--- config.mk ---
export PLATFORM = sky130hd
export DESIGN_NAME = battery_level_hysteresis_debounce
export DESIGN_NICKNAME = d
export VERILOG_FILES = /design/src/rtl/bld_pkg.sv /design/src/rtl/battery_level_hysteresis_debounce.sv /design/src/rtl/bld_cfg_regs.sv /design/src/rtl/bld_level_fsm.sv
export SDC_FILE = /design/constraint.sdc
export NUM_CORES = 1
export LEC_CHECK = 0
export BUFFER_PORTS_ARGS = -buffer_cell sky130_fd_sc_hd__buf_2
export CAP_MARGIN = 20
export CORE_UTILIZATION = 55
export CTS_BUF_LIST = sky130_fd_sc_hd__clkbuf_4 sky130_fd_sc_hd__clkbuf_8 sky130_fd_sc_hd__clkbuf_16
export DETAILED_ROUTE_END_ITERATION = 10
export GPL_TIMING_DRIVEN = 0
export MAX_ROUTING_LAYER = met4
export PLACE_DENSITY_LB_ADDON = 0.2
export SLEW_MARGIN = 0
export SYNTH_ARGS = -nofsm -noshare
export SYNTH_HDL_FRONTEND = slang
export SYNTH_SLANG_ARGS = --single-unit
export TNS_END_PERCENT = 10
--- constraint.sdc ---
create_clock -name clk -period 8.6 [get_ports clk]
set_clock_uncertainty 0.15 [all_clocks]
set_input_delay 0 -clock clk [delete_from_list [all_inputs] [get_ports clk]]
set_output_delay 0 -clock clk [all_outputs]
set_load 0.02 [all_outputs]
--- src/rtl/bld_pkg.sv ---
// Shared types and constants for the battery level monitor.
// No dependencies; imported by every module of the block.
`timescale 1ns / 1ps

package bld_pkg;

  // Level codes
  localparam logic [2:0] LVL_ULTRALOW  = 3'd0;
  localparam logic [2:0] LVL_LOW       = 3'd1;
  localparam logic [2:0] LVL_NORMAL    = 3'd2;
  localparam logic [2:0] LVL_HIGH      = 3'd3;
  localparam logic [2:0] LVL_ULTRAHIGH = 3'd4;

  localparam int unsigned LEVEL_COUNT = 5;

  // Configuration register indexes
  typedef enum logic [3:0] {
    CFG_ENABLE         = 4'd0,
    CFG_WIN_ULTRALOW   = 4'd1,
    CFG_WIN_LOW        = 4'd2,
    CFG_WIN_NORMAL     = 4'd3,
    CFG_WIN_HIGH       = 4'd4,
    CFG_WIN_ULTRAHIGH  = 4'd5,
    CFG_THRESHOLDS     = 4'd6,
    CFG_RELOAD         = 4'd7
  } cfg_index_t;

  localparam logic [63:0] THRESH_RESET = 64'h0708_0640_03E8_0384;
  localparam logic [7:0]  RELOAD_RESET = 8'd3;

  typedef struct packed {
    logic [15:0] sample_voltage;
    logic        sample_ok;
  } in_item_t;

  typedef struct packed {
    logic [15:0] held_voltage;
    logic [2:0]  battery_level;
    logic        level_changed;
  } out_item_t;

  // Register file contents as seen by the level logic
  typedef struct packed {
    logic                          enable;
    logic [LEVEL_COUNT-1:0][31:0]  window;
    logic [3:0][15:0]              thresh;
    logic [7:0]                    reload;
  } cfg_t;

endpackage

--- src/rtl/battery_level_hysteresis_debounce.sv ---
// Battery level monitor: takes one voltage sample (hundredths of a volt) and a
// read-success flag per transfer and returns one result with the held voltage,
// the five-way battery level and a level-change flag. It accepts one sample
// every cycle unless in_stall is raised by a stalled result; a sample lands in
// the input register when accepted, and its result is computed from it and
// loaded into the result register once that register is free; the level/debounce
// state loop closes through the compare and counter logic. A stalled result holds
// while one more sample waits in the input register. The configuration port is
// always ready; write it only while no sample is in flight.
// Depends on bld_pkg, bld_cfg_regs and bld_level_fsm.
`timescale 1ns / 1ps

module battery_level_hysteresis_debounce (
  input  logic                clk,
  input  logic                rst,
  input  logic                in_valid,
  output logic                in_stall,
  input  bld_pkg::in_item_t   in_data,
  output logic                out_valid,
  input  logic                out_stall,
  output bld_pkg::out_item_t  out_data,
  input  logic                cfg_valid,
  output logic                cfg_ready,
  input  logic [3:0]          cfg_index,
  input  logic [63:0]         cfg_data
);
  import bld_pkg::*;

  cfg_t      cfg;
  in_item_t  s1_data;
  logic      s1_valid;
  logic      out_free;
  logic      advance;
  out_item_t result;

  assign cfg_ready = 1'b1;
  assign out_free  = !out_valid || !out_stall;
  assign advance   = s1_valid && out_free;
  assign in_stall  = s1_valid && !out_free;

  bld_cfg_regs u_cfg (
    .clk      (clk),
    .rst      (rst),
    .wr_en    (cfg_valid && cfg_ready),
    .wr_index (cfg_index),
    .wr_data  (cfg_data),
    .cfg      (cfg)
  );

  bld_level_fsm u_fsm (
    .clk     (clk),
    .rst     (rst),
    .cfg     (cfg),
    .advance (advance),
    .item    (s1_data),
    .result  (result)
  );

  // Input register: take a transfer whenever it is not held
  always_ff @(posedge clk) begin
    if (rst) begin
      s1_valid <= 1'b0;
    end else if (!in_stall) begin
      s1_valid <= in_valid;
    end
  end

  always_ff @(posedge clk) begin
    if (!in_stall && in_valid) begin
      s1_data <= in_data;
    end
  end

  // Result register: load on advance, drop after the transfer out
  always_ff @(posedge clk) begin
    if (rst) begin
      out_valid <= 1'b0;
    end else if (out_free) begin
      out_valid <= s1_valid;
    end
  end

  always_ff @(posedge clk) begin
    if (advance) begin
      out_data <= result;
    end
  end

endmodule

--- src/rtl/bld_cfg_regs.sv ---
// Configuration register file of the battery level monitor.
// Depends on bld_pkg for register indexes and the cfg_t bundle.
`timescale 1ns / 1ps

module bld_cfg_regs (
  input  logic                clk,
  input  logic                rst,
  input  logic                wr_en,
  input  logic [3:0]          wr_index,
  input  logic [63:0]         wr_data,
  output bld_pkg::cfg_t       cfg
);
  import bld_pkg::*;

  // Decode and store one register per write transfer
  always_ff @(posedge clk) begin
    if (rst) begin
      cfg.enable <= 1'b0;
      cfg.window <= '0;
      cfg.thresh <= THRESH_RESET;
      cfg.reload <= RELOAD_RESET;
    end else if (wr_en) begin
      unique case (wr_index)
        CFG_ENABLE:        cfg.enable    <= wr_data[0];
        CFG_WIN_ULTRALOW:  cfg.window[0] <= wr_data[31:0];
        CFG_WIN_LOW:       cfg.window[1] <= wr_data[31:0];
        CFG_WIN_NORMAL:    cfg.window[2] <= wr_data[31:0];
        CFG_WIN_HIGH:      cfg.window[3] <= wr_data[31:0];
        CFG_WIN_ULTRAHIGH: cfg.window[4] <= wr_data[31:0];
        CFG_THRESHOLDS:    cfg.thresh    <= wr_data;
        CFG_RELOAD:        cfg.reload    <= wr_data[7:0];
        default: ;
      endcase
    end
  end

endmodule

--- src/rtl/bld_level_fsm.sv ---
// Hysteresis window check, five-level classifier and debounce state.
// Depends on bld_pkg; state advances once per transfer into the result stage.
`timescale 1ns / 1ps

module bld_level_fsm (
  input  logic                clk,
  input  logic                rst,
  input  bld_pkg::cfg_t       cfg,
  input  logic                advance,
  input  bld_pkg::in_item_t   item,
  output bld_pkg::out_item_t  result
);
  import bld_pkg::*;

  logic [2:0]  level;
  logic [15:0] voltage;
  logic [7:0]  count;

  logic [2:0]  level_next;
  logic [15:0] voltage_next;
  logic [7:0]  count_next;

  logic [31:0] win;
  logic [15:0] win_start;
  logic [15:0] win_end;
  logic [2:0]  cand;
  logic [7:0]  count_dec;
  logic        update;
  logic        outside;
  logic        changed;

  // Select the window of the reported level
  always_comb begin
    case (level)
      LVL_ULTRALOW:  win = cfg.window[0];
      LVL_LOW:       win = cfg.window[1];
      LVL_HIGH:      win = cfg.window[3];
      LVL_ULTRAHIGH: win = cfg.window[4];
      default:       win = cfg.window[2];
    endcase
  end

  assign win_start = win[15:0];
  assign win_end   = win[31:16];

  // Classify against the ordered thresholds
  always_comb begin
    if (item.sample_voltage < cfg.thresh[0])      cand = LVL_ULTRALOW;
    else if (item.sample_voltage < cfg.thresh[1]) cand = LVL_LOW;
    else if (item.sample_voltage < cfg.thresh[2]) cand = LVL_NORMAL;
    else if (item.sample_voltage < cfg.thresh[3]) cand = LVL_HIGH;
    else                                          cand = LVL_ULTRAHIGH;
  end

  assign update    = cfg.enable && item.sample_ok;
  assign outside   = (item.sample_voltage <= win_start) || (item.sample_voltage >= win_end);
  assign count_dec = (count != 8'd0) ? count - 8'd1 : 8'd0;

  // Debounce: count down, switch at zero, reload on agreement
  always_comb begin
    level_next   = level;
    voltage_next = voltage;
    count_next   = count;
    changed      = 1'b0;
    if (update) begin
      voltage_next = item.sample_voltage;
      if (outside) begin
        count_next = count_dec;
        if (count_dec == 8'd0 && level != cand) begin
          level_next = cand;
          changed    = 1'b1;
        end
        if (cand == level_next) begin
          count_next = cfg.reload;
        end
      end
    end
  end

  assign result.held_voltage  = voltage_next;
  assign result.battery_level = level_next;
  assign result.level_changed = changed;

  // Hold state between transfers
  always_ff @(posedge clk) begin
    if (rst) begin
      level   <= LVL_NORMAL;
      voltage <= 16'd0;
      count   <= RELOAD_RESET;
    end else if (advance) begin
      level   <= level_next;
      voltage <= voltage_next;
      count   <= count_next;
    end
  end

endmodule

== After elaboration in Yosys (flattened, before gate mapping) ==
Cells that the tools add are included.
Operators by class
  order comparisons: 6
  div/mod/pow operators: 0
  eq/ne operators: 12
  shifts and indexed selects: 0
  $mul: 0
  muxes and demuxes: 14
  reductions and logical operators: 25
  $add $sub $neg: 1
  bitwise logic cells: 0
Operator list (number)
  32-bit case mux with 4 select lines: 1
  16-bit < comparator: 4
  3-bit 2-to-1 mux: 9
  2-bit AND reduction: 9
  4-bit by 3-bit == test with 1-bit output, second input constant: 4
  16-bit greater-or-equal comparator: 1
  16-bit less-or-equal comparator: 1
  16-bit 2-to-1 mux: 1
  8-bit 2-to-1 mux: 2
  4-bit by 2-bit == test with 1-bit output, second input constant: 2
  8-bit logical NOT: 1
  8-bit nonzero test: 1
  8-bit by 1-bit subtractor with 8-bit output, second input constant: 1
  1-bit logical AND: 5
  4-bit by 1-bit == test with 1-bit output, second input constant: 1
  1-bit logical NOT: 4
  4-bit logical NOT: 1
  3-bit by 1-bit == test with 1-bit output, second input constant: 1
  3-bit by 2-bit == test with 1-bit output, second input constant: 1
  3-bit == test: 1
  3-bit == test, second input constant: 1
  3-bit logical NOT: 1
  3-bit != test: 1
  3-bit AND reduction: 1
  2 further kinds: 3
Word-level totals
  register bits after elaboration: 299
  bits in writable memories: 0
  memories kept: 0
  word-level logic and storage cells: 79
  output and inout port bits: 23
  bits in read-only memories: 0
  bits in latches: 0

== Longest topological paths before layout ==
Gate-level depths: netlist of the first run.
  depth in word-level cells: 12
  mapped depth: 18
  mapped depth without buffers: 16

== Modules after synthesis ==
A second synthesis of the first run with hierarchy kept.
Second synthesis, totals
  cell total of the unflattened synthesis: 1667
  area total of the unflattened synthesis: 15989.1 um^2
By module, submodules not included
  bld_cfg_regs: cells an instance 853, seq. area each 4664.5 um^2, instances 1, area an instance 9233.9 um^2
  bld_level_fsm: cells an instance 765, seq. area each 540.5 um^2, instances 1, area an instance 5546.6 um^2
  battery_level_hysteresis_debounce: cells an instance 49, seq. area each 1151.1 um^2, instances 1, area an instance 1208.7 um^2

== Worst setup path after synthesis of the first run ==
Ideal clock, no wire load.
  kind: reg-to-reg
  from: register u_fsm.level[1]
  to: register u_fsm.count[5]
  buffers on the path: 2
  data arrival time: 3.732 ns
  setup slack: 4.659 ns
  library setup time: 0.059 ns
  cell stages (with the launch flop): 17
  cell sequence: dfxtp_1 -> clkbuf_1 -> buf_1 -> mux2_2 -> o22ai_1 -> o21ai_0 -> o21ai_0 -> ha_1 -> a21oi_1 -> o21ai_0 -> a2111oi_0 -> o211ai_1 -> o2111ai_1 -> nand4_1 -> or4_1 -> nor3_1 -> a221o_1
On the way
  longest elaborated chain between the ends: 7
  elaborated cells between the ends (all ways): 16
  those cells by class: 2 x order compare; 5 x eq/ne; 5 x mux; 4 x reduce/logical
Ends and longest elaborated chain
  start: declaration: line bld_level_fsm.sv:15  | logic [2:0] level;
  start signal: assignment: line bld_level_fsm.sv:91  | level <= level_next;
  branches (longest 7 deep; another with 16-bit less-or-equal comparator)
  end signal: assignment: line bld_level_fsm.sv:93  | count <= count_next;
  end: declaration: line bld_level_fsm.sv:17  | logic [7:0] count;
Several ways; the timed one is not identified. The select of a mux whose other input is x is not followed.
A chain may end at the register's enable or synchronous reset.

== Worst setup path after layout of the first run ==
Ends and elaborated chain as after synthesis.

==> results by group, run 1 <==
Run status
  • Outcome: complete, no violations

Detailed routing
  • DRC Markers: 0
  • 1st-pass router iterations: 8
  • Post-route ant nets: 0
  • DR iter-0 viols: 1,698
  • Avg Vias per Cell: 6.06
  • Routed via count: 14.0k
  • Routed WL: 47,700 µm
  • WL per Instance: 20.7 µm

STA
  • Fmax: 168 MHz
  • Slew HR: 30.9%
  • Slew of the pin with the lowest slew margin: 1.03 ns
  • Slew Viols, Final: 0
  • Fin crit share: 69.2%
  • Final TNS setup: 0 ns
  • Final setup fails: 0
  • Hold Vio Cnt, Final: 0
  • RSZ-0062 raised after global routing: no
  • Post-layout min period: 5.95 ns
  • Setup slack after layout: 2.65 ns

Yosys
  • Asr flop ratio synth: 0%
  • Synth top area cells: dfxtp_1, nand2_1, a21oi_1
  • Post-synth top area cell: dfxtp_1
  • Top-area cell type share of the netlist area: 36.6%
  • Mapped Cells: 1,723
  • Sequential share of the synthesized area: 44.3%
  • Synth Flop Type: dfxtp_1
  • Syn. warnings: 0
  • Synthesized area: 14,300 µm²
  • Synth unique cells: 69
  • Post-Syn Area per Cell: 8.33 µm²
  • FF+latch count, synth: 299
  • Post-synth EDFFs: 37
  • Syn nets: 1,906

Min path
  • Worst min-delay path category: in -> reg
  • Hold Path Stages: 2

Place
  • Setup WS pre-CTS: 2.96 ns
  • Post-DP HPWL: 32,600 µm
  • Port Buffers: 109
  • Placed Area: 15,300 µm²
  • RePlAce Congestion: 0.958

Critical path
  • Crit Path Max Fanout: 10
  • CP Launch Type: flip-flop
  • Reg2Reg Depth: 15
  • Arrival time at the worst endpoint: 6.25 ns
  • Element type at the critical path end: flip-flop
  • Worst Setup Path Type: reg -> reg
  • CP required: 8.90 ns

Clock network
  • Clock buffer depth: 3
  • Post-CTS setup repair buffer count: 0
  • H-tree Lvls: 2
  • Clock slew at reported path FFs: 0.06 ns
  • Clock Latency Late Sink: 0.52 ns
  • CTS tree: built
  • Post-CTS Resized: 0
  • CTS Sinks: 299
  • Hold buffer count at CTS: 87
  • Clk root buf: clkbuf_16
  • Cts bufs inserted: 34

Global route
  • Met2 usage: 57.0%
  • Vias in the first global route: 13.2k
  • GR Util met3: 8.15%
  • Largest net degree at the start of global routing: 30
  • Met1 Resource Use GR: 44.8%
  • Total global-route track usage: 36.5%
  • Initial antenna violation count: 0
  • Gr busiest metal: met2
  • Total grt overflow: 0
  • First-pass GRT wire length: 72,100 µm

Finish
  • Design area: 17,300 µm²
  • Area grow syn2layout: 20.8%
  • Layout cells sized above 1: 11.9%
  • Nets: 2,138
  • Commonest cells after routing, fill and taps aside: nand2_1, dfxtp_1, a21oi_1
  • Most common cell after layout, fill and taps aside: nand2_1
  • N_diodes: 0

Pwr
  • Comb power frac: 7.9%
  • Power density cells: 185 nW/µm²
  • Clk network pwr share: 46.6%
  • Worst IR Drop VDD: 0.191 mV
  • Cell Int Power: 2450 µW
  • Sw Ratio: 23.7%
  • Lkg Pwr: 0.00651 µW
  • P_sw: 763 µW
  • Sequential group share of total power: 45.5%

Floorplanning
  • Die Y: 164 µm
  • Die area: 26,700 µm²
  • Die width: 164 µm
  • Core area: 25,400 µm²
  • Initial Util: 56.5%
  • Num rows: 58
  • # IOs: 113

Flow run
  • Max-Cap Viols: 0
[metal layers]
metal	up-vias	routed length (µm)
met4	0	2210
met5	-	0
met1	6616	19000
met3	175	5140
met2	761	21400
li1	6445	-
[power by group through the flow]
| stage | Combinational (µW) | Clock, µW | Sequential, µW |
|---|---|---|---|
| final | 253 | 1500 | 1460 |
| after global routing | 274 | 1560 | 1460 |
| after CTS | 245 | 1500 | 1460 |
| after detailed placement | 213 | 0 | 1490 |
| after global placement | 206 | 0 | 1490 |
| after floorplan | 121 | 0 | 1480 |
[Yosys cell counts, types with 22 or more instances]
library cell and number:
a21oi_1 260, a221oi_1 22, clkbuf_1 101, dfxtp_1 262
edfxtp_1 37, ha_1 93, inv_1 71, mux2_2 47
mux2i_1 26, nand2_1 467, nor2_1 63, o21ai_0 58
[cells by family (layout without fill, tap and decap cells)]
kind of cell	count (synthesis)	count (layout)	synth area share (%)
other	1	1	0.0261
AND/OR/NAND/NOR	612	612	17.7
AO/OA/AOI/OAI	458	458	19.3
XOR/XNOR	1	1	0.0611
adder cells (fa/ha/maj)	93	93	8.11
flip-flops	299	299	44.3
buffers and inverters	186	442	4.99
multiplexers	73	73	5.50
[path summary, 6_finish.rpt]
path,startpoint,end,slack (ns)
max,u_fsm.level[1],u_fsm.count[5],2.65
min,in_data[6],s1_data[6],0.04
min reg2reg,u_cfg.cfg[183],u_cfg.cfg[183],0.30
max reg2reg,u_fsm.level[1],u_fsm.count[5],2.65
[through the flow]
step                total power (µW)  util [%]  cells  hold WS, ns
floorplan                       1600         -   1723      -0.0511
global placement                1700      60.3   2162       0.0288
detailed placement              1710      60.3   2162       0.0292
CTS                             3200      68.2   2309       0.0148
global route                    3290      68.2   2309       0.0441
finish                          3210      68.2   2309       0.0394
[state kept, by name, summed over array words and instances, names as in the netlist]
name / count
out_data: 20
out_valid: 1
s1_data: 17
s1_valid: 1
u_cfg.cfg: 233
u_fsm.count: 8
u_fsm.level: 3
u_fsm.voltage: 16
[cell type report]
class / instances / area, µm²
clock buffer: 52 / 1060
inverter: 74 / 278
timing repair buffer: 196 / 1420
clock inverter: 8 / 87.6
buffer: 112 / 439
tap: 330 / 413
multi-input combinational: 1238 / 7280
fill: 2036 / 8070
sequential: 299 / 6360
[worst max-delay path, cell delays in order, from the launching register on]
cell	delay (ns)
dfxtp_1	0.37
clkbuf_1	0.62
clkbuf_1	0.67
nand2_1	0.46
clkbuf_1	0.35
o21ai_0	0.47
ha_1	0.35
a21oi_1	0.12
o21ai_0	0.08
a2111oi_0	0.44
o211ai_1	0.16
o2111ai_1	0.23
nand4_1	0.45
or4_1	0.61
nor3_1	0.19
a221o_1	0.14
Note: power is estimated with default switching activity, not from simulation.
==> run 2: changes to the inputs <==
- clock period: 8.6 -> 5.1 ns (I/O delays scaled with it)
==> results by group, run 2 (same netlist as run 1, synthesis figures left out) <==
Finish
  • Max FFs per register: 233 (unchanged)
  • Layout cells sized above 1: 12.6% (was 11.9%)
  • Fill cells: 2,037 (was 2,036)
  • Area of the multi-input gates: 7280 µm² (about the same)
  • Non-Filler Instances: 2,310 (was 2,309)
  • Core Util, Final: 68.3% (was 68.2%)
  • Most common cell after layout, fill and taps aside: nand2_1 (unchanged)
  • Nets: 2,139 (was 2,138)
  • Area grow syn2layout: 21.0% (was 20.8%)
  • FF+latch area: 6360 µm² (unchanged)
  • N_diodes: 0 (unchanged)
  • Commonest cells after routing, fill and taps aside: nand2_1, dfxtp_1, a21oi_1 (unchanged)
  • Top Registers: u_cfg.cfg: 233 flops, out_data: 20 flops, s1_data: 17 flops (unchanged)
  • Reg with most FFs: u_cfg.cfg (unchanged)

Critical path
  • Worst path slowest cell: or4_1 (was clkbuf_1)
  • CP required: 5.40 ns (was 8.90 ns)
  • Worst path bufs/invs: 4 (was 3)
  • Crit-path most repeated cell: o21ai_0 (was clkbuf_1)
  • Reg2Reg Depth: 16 (was 15)
  • R2R setup slack: 0.23 ns (was 2.65 ns)
  • Element type at the critical path end: flip-flop (unchanged)
  • CP Launch Type: flip-flop (unchanged)
  • Critical path, cell by cell: clkbuf_2 > clkbuf_4 > nand2_1 > clkbuf_1 > o21ai_0 > ha_1 > a21oi_1 > o21ai_0 > a2111oi_0 > o211ai_1 > o2111ai_1 > nand4_1 > buf_4 > or4_1 > nor3_1 > a221o_1 (was clkbuf_1 > clkbuf_1 > nand2_1 > clkbuf_1 > o21ai_0 > ha_1 > a21oi_1 > o21ai_0 > a2111oi_0 > o211ai_1 > o2111ai_1 > nand4_1 > or4_1 > nor3_1 > a221o_1)
  • Worst Setup Path Type: reg -> reg (unchanged)
  • Top Family by Delay on Critical Path: compound AO/OA/AOI/OAI gates (was simple AND/OR/NAND/NOR gates)
  • Levels on crit path: 16 (was 15)
  • CP peak stage delay: 0.49 ns (was 0.67 ns)
  • CP Launch Point: u_fsm.level[1] (unchanged)
  • Crit Path Max Fanout: 10 (unchanged)
  • Arrival time at the worst endpoint: 5.17 ns (was 6.25 ns)
  • End of the critical path: u_fsm.count[5] (unchanged)
  • Worst R2R End: u_fsm.count[5] (unchanged)
  • Worst reg2reg path startpoint: u_fsm.level[1] (unchanged)

Detailed routing
  • 1st-pass router iterations: 6 (was 8)
  • WL per Instance: 20.6 µm (was 20.7 µm)
  • Routed WL: 47,500 µm (was 47,700 µm)
  • Routed via count: 13.9k (was 14.0k)
  • Post-route ant nets: 0 (unchanged)
  • Avg Vias per Cell: 6.03 (was 6.06)
  • DR iter-0 viols: 1,614 (was 1,698)
  • DRC Markers: 0 (unchanged)

STA
  • Final setup fails: 0 (unchanged)
  • Slew of the pin with the lowest slew margin: 1.03 ns (about the same)
  • Fmax: 205 MHz (was 168 MHz)
  • Fin crit share: 95.5% (was 69.2%)
  • Slew Viols, Final: 0 (unchanged)
  • Post-layout min period: 4.87 ns (was 5.95 ns)
  • Hold Vio Cnt, Final: 0 (unchanged)
  • Slew HR: 31.0% (was 30.9%)

Floorplanning
  • Die width: 164 µm (unchanged)
  • # IOs: 113 (unchanged)
  • Die Y: 164 µm (unchanged)
  • Num rows: 58 (unchanged)
  • Initial Util: 56.5% (unchanged)
  • Core area: 25,400 µm² (unchanged)
  • Die area: 26,700 µm² (unchanged)

Min path
  • Worst min-delay path category: in -> reg (unchanged)

Global route
  • First-pass GRT wire length: 72,100 µm (about the same)
  • Total global-route track usage: 36.5% (about the same)
  • Largest net degree at the start of global routing: 30 (unchanged)
  • Initial antenna violation count: 0 (unchanged)
  • Total grt overflow: 0 (unchanged)
  • Vias in the first global route: 13.2k (about the same)

Place
  • Placed Cells: 2,162 (unchanged)
  • RePlAce Congestion: 0.958 (unchanged)
  • Post-DP HPWL: 32,600 µm (unchanged)
  • Port Buffers: 109 (unchanged)

Clock network
  • Clock Latency Late Sink: 0.52 ns (about the same)
  • CTS Sinks: 299 (unchanged)
  • H-tree Lvls: 2 (unchanged)
  • Cts bufs inserted: 34 (unchanged)
  • Clock slew at reported path FFs: 0.06 ns (about the same)
  • Clock buffer depth: 3 (unchanged)
  • CTS tree: built (unchanged)
  • Clk root buf: clkbuf_16 (unchanged)

Flow run
  • Max-Cap Viols: 0 (unchanged)

Run status
  • Outcome: complete, no violations (unchanged)

Pwr
  • Tot Pwr: 5420 µW (was 3210 µW)
  • Worst IR Drop VDD: 0.322 mV (was 0.191 mV)
  • Lkg Pwr: 0.00654 µW (was 0.00651 µW)
  • Power density cells: 312 nW/µm² (was 185 nW/µm²)
==> run 2: final cells by class <==
class / count / share of cell area, %
Multi-Input combinational cell: 1238 / 41.9
Sequential cell: 299 / 36.6
Timing Repair Buffer: 197 / 8.20
Clock buffer: 52 / 6.13
Buffer: 112 / 2.61
Tap cell: 330 / 2.38
Inverter: 74 / 1.62
Clock inverter: 8 / 0.505
==> run 2: worst reg2reg max path, cell delays in order, from the launching register on <==
cell and delay [ns]:
dfxtp_1 0.37, clkbuf_2 0.35, clkbuf_4 0.35, nand2_1 0.30
clkbuf_1 0.35, o21ai_0 0.41, ha_1 0.32, a21oi_1 0.12
o21ai_0 0.08, a2111oi_0 0.44, o211ai_1 0.16, o2111ai_1 0.23
nand4_1 0.16, buf_4 0.20, or4_1 0.50, nor3_1 0.17
a221o_1 0.14
==> run 2: metal layers <==
layer  global-route usage (%)  vias to the layer above  share of wire, %
met2                     56.8                      744                44
met1                     45.0                     6556                40
met4                     17.2                        0               4.9
li1                         -                     6453                 -
met5                        -                        -                 0
met3                     8.05                      165                11
==> run 2: worst min path at each step <==
stage | from | to | slack (ns) | depth (start not counted)
6_report | in_data[6] | s1_data[6] | 0.04 | 2
5_1_grt | in_data[4] | s1_data[4] | 0.04 | 2
2_1_floorplan | in_data[0] | s1_data[0] | -0.05 | 0
3_3_place_gp | in_data[8] | s1_data[8] | 0.03 | 1
4_1_cts | cfg_index[2] | u_cfg.cfg[136] | 0.01 | 5
3_5_place_dp | in_data[5] | s1_data[5] | 0.03 | 1
==> run 2: repair_timing <==
action	in CTS	in global routing
hold buffers	87	0
buffers inserted	0	1
endpoints found under the setup margin	14	13
resized for setup	6	12
endpoints found under the hold margin	276	0
pin swaps	0	1
cloned	0	0
==> run 2: where the power goes <==
part | switching [µW] | internal (µW)
registers | 47.1 | 2420
logic | 254 | 172
clock network | 989 | 1540
total | 1290 | 4130
==> run 2: per-stage QoR <==
stage	area [µm²]	hold slack, ns	setup slack [ns]	TNS, ns
CTS	17300	0.0148	-0.00243	-0.00243
global placement	15300	0.0288	-0.514	-3.04
finish	17400	0.0371	0.231	0
global route	17400	0.0441	-0.0300	-0.0781
detailed placement	15300	0.0292	-0.543	-3.81
floorplan	14300	-0.0511	1.16	0
